### src/rtpc_pkg.sv
`timescale 1ns / 1ps
package rtpc_pkg;

   // Fixed sizes of the pool
   localparam int SLOTS        = 64;
   localparam int SLOT_BITS    = 6;
   localparam int ROUND_PIXELS = 32;
   localparam int DIM_W        = 15;
   localparam int KEY_W        = 27;
   localparam int ORD_W        = KEY_W + 2 * DIM_W;
   localparam int BYTES_W      = 48;
   localparam int AGE_W        = 32;
   localparam int CNT_W        = 7;
   localparam int REQ_DATA_W   = 72;
   localparam int RSP_DATA_W   = 96;
   localparam logic [DIM_W-1:0] DIM_CLAMP = DIM_W'((32767 / ROUND_PIXELS) * ROUND_PIXELS);

   // Commands carried in req_tuser
   localparam logic [1:0] CMD_GET = 2'd0;
   localparam logic [1:0] CMD_PUT = 2'd1;
   localparam logic [1:0] CMD_GC  = 2'd2;

   // Result status codes
   localparam logic [1:0] STAT_OK       = 2'd0;
   localparam logic [1:0] STAT_NO_FREE  = 2'd1;
   localparam logic [1:0] STAT_BAD_PUT  = 2'd2;

   // Configuration register indexes
   localparam logic [1:0] CSR_MAX_FREE  = 2'd0;
   localparam logic [1:0] CSR_MAX_BYTES = 2'd1;
   localparam logic [1:0] CSR_MAX_AGE   = 2'd2;

   typedef enum logic [1:0] {
      SCAN_LOOKUP,
      SCAN_OLDEST,
      SCAN_PURGE
   } scan_mode_type;

   typedef enum logic [3:0] {
      ST_IDLE,
      ST_LOOK_GO,
      ST_LOOK_WAIT,
      ST_GET_MUL,
      ST_GET_DECIDE,
      ST_GET_WRITE,
      ST_PUT,
      ST_GC_CHECK,
      ST_OLD_WAIT,
      ST_GC_EVICT,
      ST_PURGE_GO,
      ST_PURGE_WAIT,
      ST_GC_FINISH,
      ST_DONE
   } state_type;

   // Commands from the controller to the datapath
   typedef struct packed {
      logic          scan_start;
      scan_mode_type scan_mode;
      logic          mul_get;
      logic          take_hit;
      logic          calc_bytes;
      logic          alloc;
      logic          no_free;
      logic          put_do;
      logic          evict;
      logic          purge_arm;
      logic          count_down;
      logic          frame_tick;
      logic          respond;
   } dp_cmd_type;

   // Status from the datapath to the controller
   typedef struct packed {
      logic scan_busy;
      logic hit;
      logic free_found;
      logic gc_over;
      logic oldest_fresh;
      logic purge_due;
      logic out_free;
   } dp_stat_type;

   // Round a dimension up to the pixel grid, clamped to what fits in 15 bits
   function automatic logic [DIM_W-1:0] round_dim(input logic [DIM_W-1:0] v);
      logic [DIM_W:0] sum;
      begin
         sum = {1'b0, v} + (DIM_W+1)'(ROUND_PIXELS - 1);
         sum = sum & ~((DIM_W+1)'(ROUND_PIXELS - 1));
         if (sum[DIM_W]) begin
            round_dim = DIM_CLAMP;
         end else begin
            round_dim = sum[DIM_W-1:0];
         end
      end
   endfunction

endpackage

### src/rtpc_ctrl.sv
`timescale 1ns / 1ps
module rtpc_ctrl (
   input  logic                 clock,
   input  logic                 reset,
   input  logic                 req_tvalid,
   output logic                 req_tready,
   input  logic [1:0]           req_tuser,
   input  rtpc_pkg::dp_stat_type stat,
   output rtpc_pkg::dp_cmd_type  cmd
);
   import rtpc_pkg::*;

   state_type state_ff, state_in;

   // State register
   always_ff @(posedge clock) begin
      if (reset) begin
         state_ff <= ST_IDLE;
      end else begin
         state_ff <= state_in;
      end
   end

   assign req_tready = (state_ff == ST_IDLE);

   // Next state and commands
   always_comb begin
      state_in = state_ff;
      cmd = '0;
      cmd.scan_mode = SCAN_LOOKUP;
      unique case (state_ff)
         ST_IDLE: begin
            if (req_tvalid) begin
               priority case (req_tuser)
                  CMD_GET: state_in = ST_LOOK_GO;
                  CMD_PUT: state_in = ST_PUT;
                  CMD_GC:  state_in = ST_GC_CHECK;
                  default: state_in = ST_DONE;
               endcase
            end
         end
         ST_LOOK_GO: begin
            cmd.scan_start = 1'b1;
            cmd.scan_mode = SCAN_LOOKUP;
            state_in = ST_LOOK_WAIT;
         end
         ST_LOOK_WAIT: begin
            if (!stat.scan_busy) begin
               state_in = ST_GET_MUL;
            end
         end
         ST_GET_MUL: begin
            cmd.mul_get = 1'b1;
            state_in = ST_GET_DECIDE;
         end
         ST_GET_DECIDE: begin
            if (stat.hit) begin
               cmd.take_hit = 1'b1;
               state_in = ST_DONE;
            end else if (stat.free_found) begin
               cmd.calc_bytes = 1'b1;
               state_in = ST_GET_WRITE;
            end else begin
               cmd.no_free = 1'b1;
               state_in = ST_DONE;
            end
         end
         ST_GET_WRITE: begin
            cmd.alloc = 1'b1;
            state_in = ST_DONE;
         end
         ST_PUT: begin
            cmd.put_do = 1'b1;
            state_in = ST_DONE;
         end
         ST_GC_CHECK: begin
            if (stat.gc_over) begin
               cmd.scan_start = 1'b1;
               cmd.scan_mode = SCAN_OLDEST;
               state_in = ST_OLD_WAIT;
            end else begin
               state_in = ST_PURGE_GO;
            end
         end
         ST_OLD_WAIT: begin
            if (!stat.scan_busy) begin
               state_in = ST_GC_EVICT;
            end
         end
         ST_GC_EVICT: begin
            if (stat.oldest_fresh) begin
               state_in = ST_PURGE_GO;
            end else begin
               cmd.evict = 1'b1;
               state_in = ST_GC_CHECK;
            end
         end
         ST_PURGE_GO: begin
            if (stat.purge_due) begin
               cmd.purge_arm = 1'b1;
               cmd.scan_start = 1'b1;
               cmd.scan_mode = SCAN_PURGE;
               state_in = ST_PURGE_WAIT;
            end else begin
               cmd.count_down = 1'b1;
               state_in = ST_GC_FINISH;
            end
         end
         ST_PURGE_WAIT: begin
            if (!stat.scan_busy) begin
               state_in = ST_GC_FINISH;
            end
         end
         ST_GC_FINISH: begin
            cmd.frame_tick = 1'b1;
            state_in = ST_DONE;
         end
         ST_DONE: begin
            if (stat.out_free) begin
               cmd.respond = 1'b1;
               state_in = ST_IDLE;
            end
         end
         default: state_in = ST_IDLE;
      endcase
   end

endmodule

### config.mk
export PLATFORM = sky130hd
export DESIGN_NAME = rtpc_ctrl
export DESIGN_NICKNAME = d
export VERILOG_FILES = /design/src/rtpc_pkg.sv /design/src/rtpc_ctrl.sv
export SDC_FILE = /design/constraint.sdc
export NUM_CORES = 1
export LEC_CHECK = 0
export BUFFER_PORTS_ARGS = -buffer_cell sky130_fd_sc_hd__buf_4
export CAP_MARGIN = 20
export CORE_MARGIN = 2
export CORE_UTILIZATION = 45
export DETAILED_ROUTE_END_ITERATION = 8
export PLACE_DENSITY_LB_ADDON = 0.2
export SLEW_MARGIN = 15
export SYNTH_ARGS = -nofsm -noshare
export SYNTH_HDL_FRONTEND = slang
export SYNTH_SLANG_ARGS = --single-unit
### constraint.sdc
create_clock -name clock -period 2.5 [get_ports clock]
set_input_delay 0.5 -clock clock [delete_from_list [all_inputs] [get_ports clock]]
set_output_delay 0.5 -clock clock [all_outputs]
set_load 0.02 [all_outputs]
After elaboration in Yosys (flattened, before gate mapping)
Index checks and enable logic that the tools add are counted.
- equality and inequality tests: 20
- mux-type cells: 33
- reductions and logical operators: 4
- operators by type and width (kind ; count):
    4-bit one-hot mux with 12 select lines ; 1
    4-bit 2-to-1 mux ; 8
    4-bit == test (second input constant) ; 6
    4-bit by 3-bit == test with 1-bit output (second input constant) ; 4
    1-bit 2-to-1 mux ; 16
    4-bit one-hot mux with 3 select lines ; 1
    2-bit inequality test (second input constant) ; 5
    3-bit 2-to-1 mux ; 3
    3-bit one-hot mux with 3 select lines ; 1
    4-bit by 2-bit == test with 1-bit output (second input constant) ; 2
    2-bit 2-to-1 mux ; 3
    5-bit AND reduction ; 1
    4-bit by 1-bit == test with 1-bit output (second input constant) ; 1
    4-bit zero test ; 1
    3-bit OR reduction ; 1
    2-bit by 1-bit == test with 1-bit output (second input constant) ; 1
    2-bit == test (second input constant) ; 1
    2-bit zero test ; 1
- register bits after elaboration: 4
- bits of input ports: 12
- output and inout port bits: 15

Depth between registers and ports, before layout
- depth in word-level cells: 4
- gate-level depth with buffers: 6
- mapped depth without buffers: 6

Worst setup path after synthesis
OpenSTA, ideal clock, no wires.
- path type: reg-to-output
- start: register state_ff[1]
- end: output port cmd[8] (netlist name)
- arrival: 1644 ps
- setup slack: 356 ps
- stages on the path, launching flop included: 6
- buffers on the path: 2
- cells stage by stage: dfxtp_1 -> buf_6 -> or2_1 -> buf_4 -> or3_1 -> nor3b_1
- RTL lines (item ; line ; RTL):
    from (decl) ; rtpc_ctrl.sv:13 ; state_type state_ff, state_in;
    from (signal assigned) ; rtpc_ctrl.sv:20 ; state_ff <= state_in;
    to (decl) ; rtpc_ctrl.sv:9 ; output rtpc_pkg::dp_cmd_type cmd

==> summary.md <==
| Metric | Value |
|---|---|
| Cell row count | `13` |
| DIE WIDTH | `42.2 um` |
| Antenna diode count | `0` |
| Max reg flops | `4` |
| H-tree levels | `1` |
| Tot GR Track Use | `0.194` |
| Synth top area share | `0.122` |
| Num CTS Buffers | `3` |
| Leakage power | `0.000400 uW` |
| Synth Net Count | `109` |
| Worst hold-check path type | `in -> reg` |
| CP arrival | `1750 ps` |
| Leading area contributor after synthesis | `dfxtp_1` |
| Post-synth top cells | `inv_1, nor2_1, nor3_1` |
| Max IR drop VDD | `0.551 mV` |
| Initial antenna violation count | `0` |
| Core footprint | `0.00133 mm2` |
| Yosys reg bits | `4` |
| Hold buffers post-CTS | `0` |
| Worst Setup End Kind | `output pin` |
| Largest regs | `state_ff x4` |
| I/O Buffers | `26` |
| Routed WL per cell | `12.7 um` |
| Mapped Area | `657 um2` |
| Drt drc | `0` |
| Die Y-Extent | `42.2 um` |
| Layout Skew | `1.09 ps` |
| CTS tree | `yes` |
| Synthesized area per cell | `6.99 um2` |
| WP data required | `2000 ps` |
| Crit-path cells | `inv_1, or3_1, nor3b_1, buf_4` |
| Die area | `0.00178 mm2` |
| Sequential share of power | `0.183` |
| Nets | `136` |
| DR vias | `774` |
| Ys Warns | `0` |
| Overall Power | `918 uW` |
| Syn-to-layout area delta | `33.5%` |
| Fraction of registers with async set/reset | `0` |
| CTS Root Cell | `clkbuf_4` |
| # resized after CTS | `0` |
| Number of synthesized flops with an enable pin | `0` |
| Final Wtd Congestion | `0.904` |
| Global-route wire length before repair | `2.79 mm` |
| Max_cap viols | `0` |
| CP max stage cell | `dfxtp_1` |
| Clock share of power | `0.084` |
| CTS Sinks | `4` |
| Largest net degree at the start of global routing | `16` |
| Setup Viol. Count Final | `0` |
| Critical Path Start Type | `register` |
| Setup slack at placement | `503 ps` |
| Cell count after synthesis | `94` |
| Share of post-route cells with drive strength above 1 | `0.328` |
| Worst-Skew Late Latency | `230 ps` |
| Vias in the first global route | `659` |
| Clock-pin slew on the worst setup and hold paths | `40 ps` |
| Initial DRC Count | `17` |
| Crit path largest cell delay | `570 ps` |
| Top_reg_cell synth | `dfxtp_1` |
| Peak Freq | `0.445 GHz` |
| Max FO, Critical Path | `15` |
| Post-CTS setup buffers | `0` |
| Int Power | `458 uW` |
| Area of the multi-input gates | `485 um2` |
| Post-route antenna net violation count | `0` |
| Starting density of the core | `0.492` |
| Most numerous cell in the Yosys netlist | `inv_1` |
| Final Routed Wirelength | `1.70 mm` |
| Setup slack after layout | `252 ps` |
| WS Path Type | `reg -> out` |
| Maximum clock path buffer count | `2` |
| Netlist cell types | `40` |
| Max Slew Vio Count | `0` |
| Comb pwr share | `0.732` |
| Boundary pin count | `27` |
| Worst-Margin Slew | `425 ps` |
| Sequential share of the synthesized area | `0.122` |
| Dpl hpwl | `1.35 mm` |
| Switching share of power | `0.501` |
| Largest Register | `state_ff` |
| Grt ovf | `0` |
| Final worst path period share | `0.899` |
| Max_slew headroom | `0.717` |
| Sequential Area | `80.1 um2` |
| FILL cells | `122` |
| NetSw | `460 uW` |
| Vias per cell | `5.78` |
| Status | `finished, final reports clean` |
| Synth top area cells | `dfxtp_1, ha_1, inv_1` |
| Min cycle time layout | `2250 ps` |
| Pwr Density | `1050 mW/mm2` |
| Final hold violations | `0` |
| Setup TNS | `0 ps` |
| DRT Pass-1 Iters | `4` |
| RSZ-0062 raised after global routing | `no` |
-- worst max-delay path: cells and delay by family (launching register included) --
family	cells	cell delay, ps
DFF	1	570
and+or+nand+nor	2	620
buffers and inverters	2	320
-- metal layers --
metal / vias up / routed length [um] / track usage
met2: 28 / 824 / 0.320
met3: 0 / 91 / 0.0129
met1: 354 / 783 / 0.267
met5: - / 0 / 0
met4: 0 / 0 / 0.0563
li1: 392 / - / -
-- layout make-up --
class | count | area share
clock buffers | 3 | 0.0257
inverters | 10 | 0.0428
multi-input cells | 71 | 0.553
flip-flops and latches | 4 | 0.0913
well taps | 15 | 0.0214
repair buffers | 31 | 0.265
-- placed cells by master (no fill, tap or decap), drive strengths merged, types with 2 or more instances in the layout --
cell / instances
a311oi: 2
ha: 3
o211ai: 2
or2: 2
nor3b: 2
clkbuf: 3
o21ai: 2
nand3: 2
o31ai: 2
a31o: 2
or4: 3
nor2: 8
or3: 2
nand2b: 5
a21oi: 5
nor2b: 2
buf: 31
a2bb2oi: 2
dfxtp: 4
nand3b: 2
nand2: 5
nor3: 7
inv: 10
-- power by group through the flow --
stage	clock network (uW)	registers [uW]	logic (uW)
6_report	77.4	168	672
5_1_grt	88.5	179	731
3_3_place_gp	0	167	666
2_1_floorplan	0	112	556
4_1_cts	79.1	166	669
3_5_place_dp	0	167	668
-- stage by stage --
step | instance area (um2) | hold WS [ps] | util | instances
3_3_place_gp | 855 | 682 | 0.641 | 131
4_1_cts | 877 | 524 | 0.658 | 134
6_report | 877 | 525 | 0.658 | 134
2_1_floorplan | 657 | 600 | - | 94
3_5_place_dp | 855 | 670 | 0.641 | 131
5_1_grt | 877 | 531 | 0.658 | 134
-- worst paths after layout --
kind               start          end  slack [ps]  cells after the start
max          state_ff[2]       cmd[8]         250                      4
min reg2reg  state_ff[3]  state_ff[0]         680                      2
min                reset  state_ff[1]         530                      2
max reg2reg  state_ff[2]  state_ff[3]         800                      5
-- cells by family (layout without fill, tap and decap cells) --
logic type / after synthesis / after routing / synth area share
and+or+nand+nor: 42 / 42 / 0.354
AOI/OAI and AO/OA: 25 / 25 / 0.314
buffers and inverters: 19 / 44 / 0.139
DFF: 4 / 4 / 0.122
adders and majority gates: 3 / 3 / 0.0571
xor gates and xnor gates: 1 / 1 / 0.0133
Power figures use the tool's default switching activity.
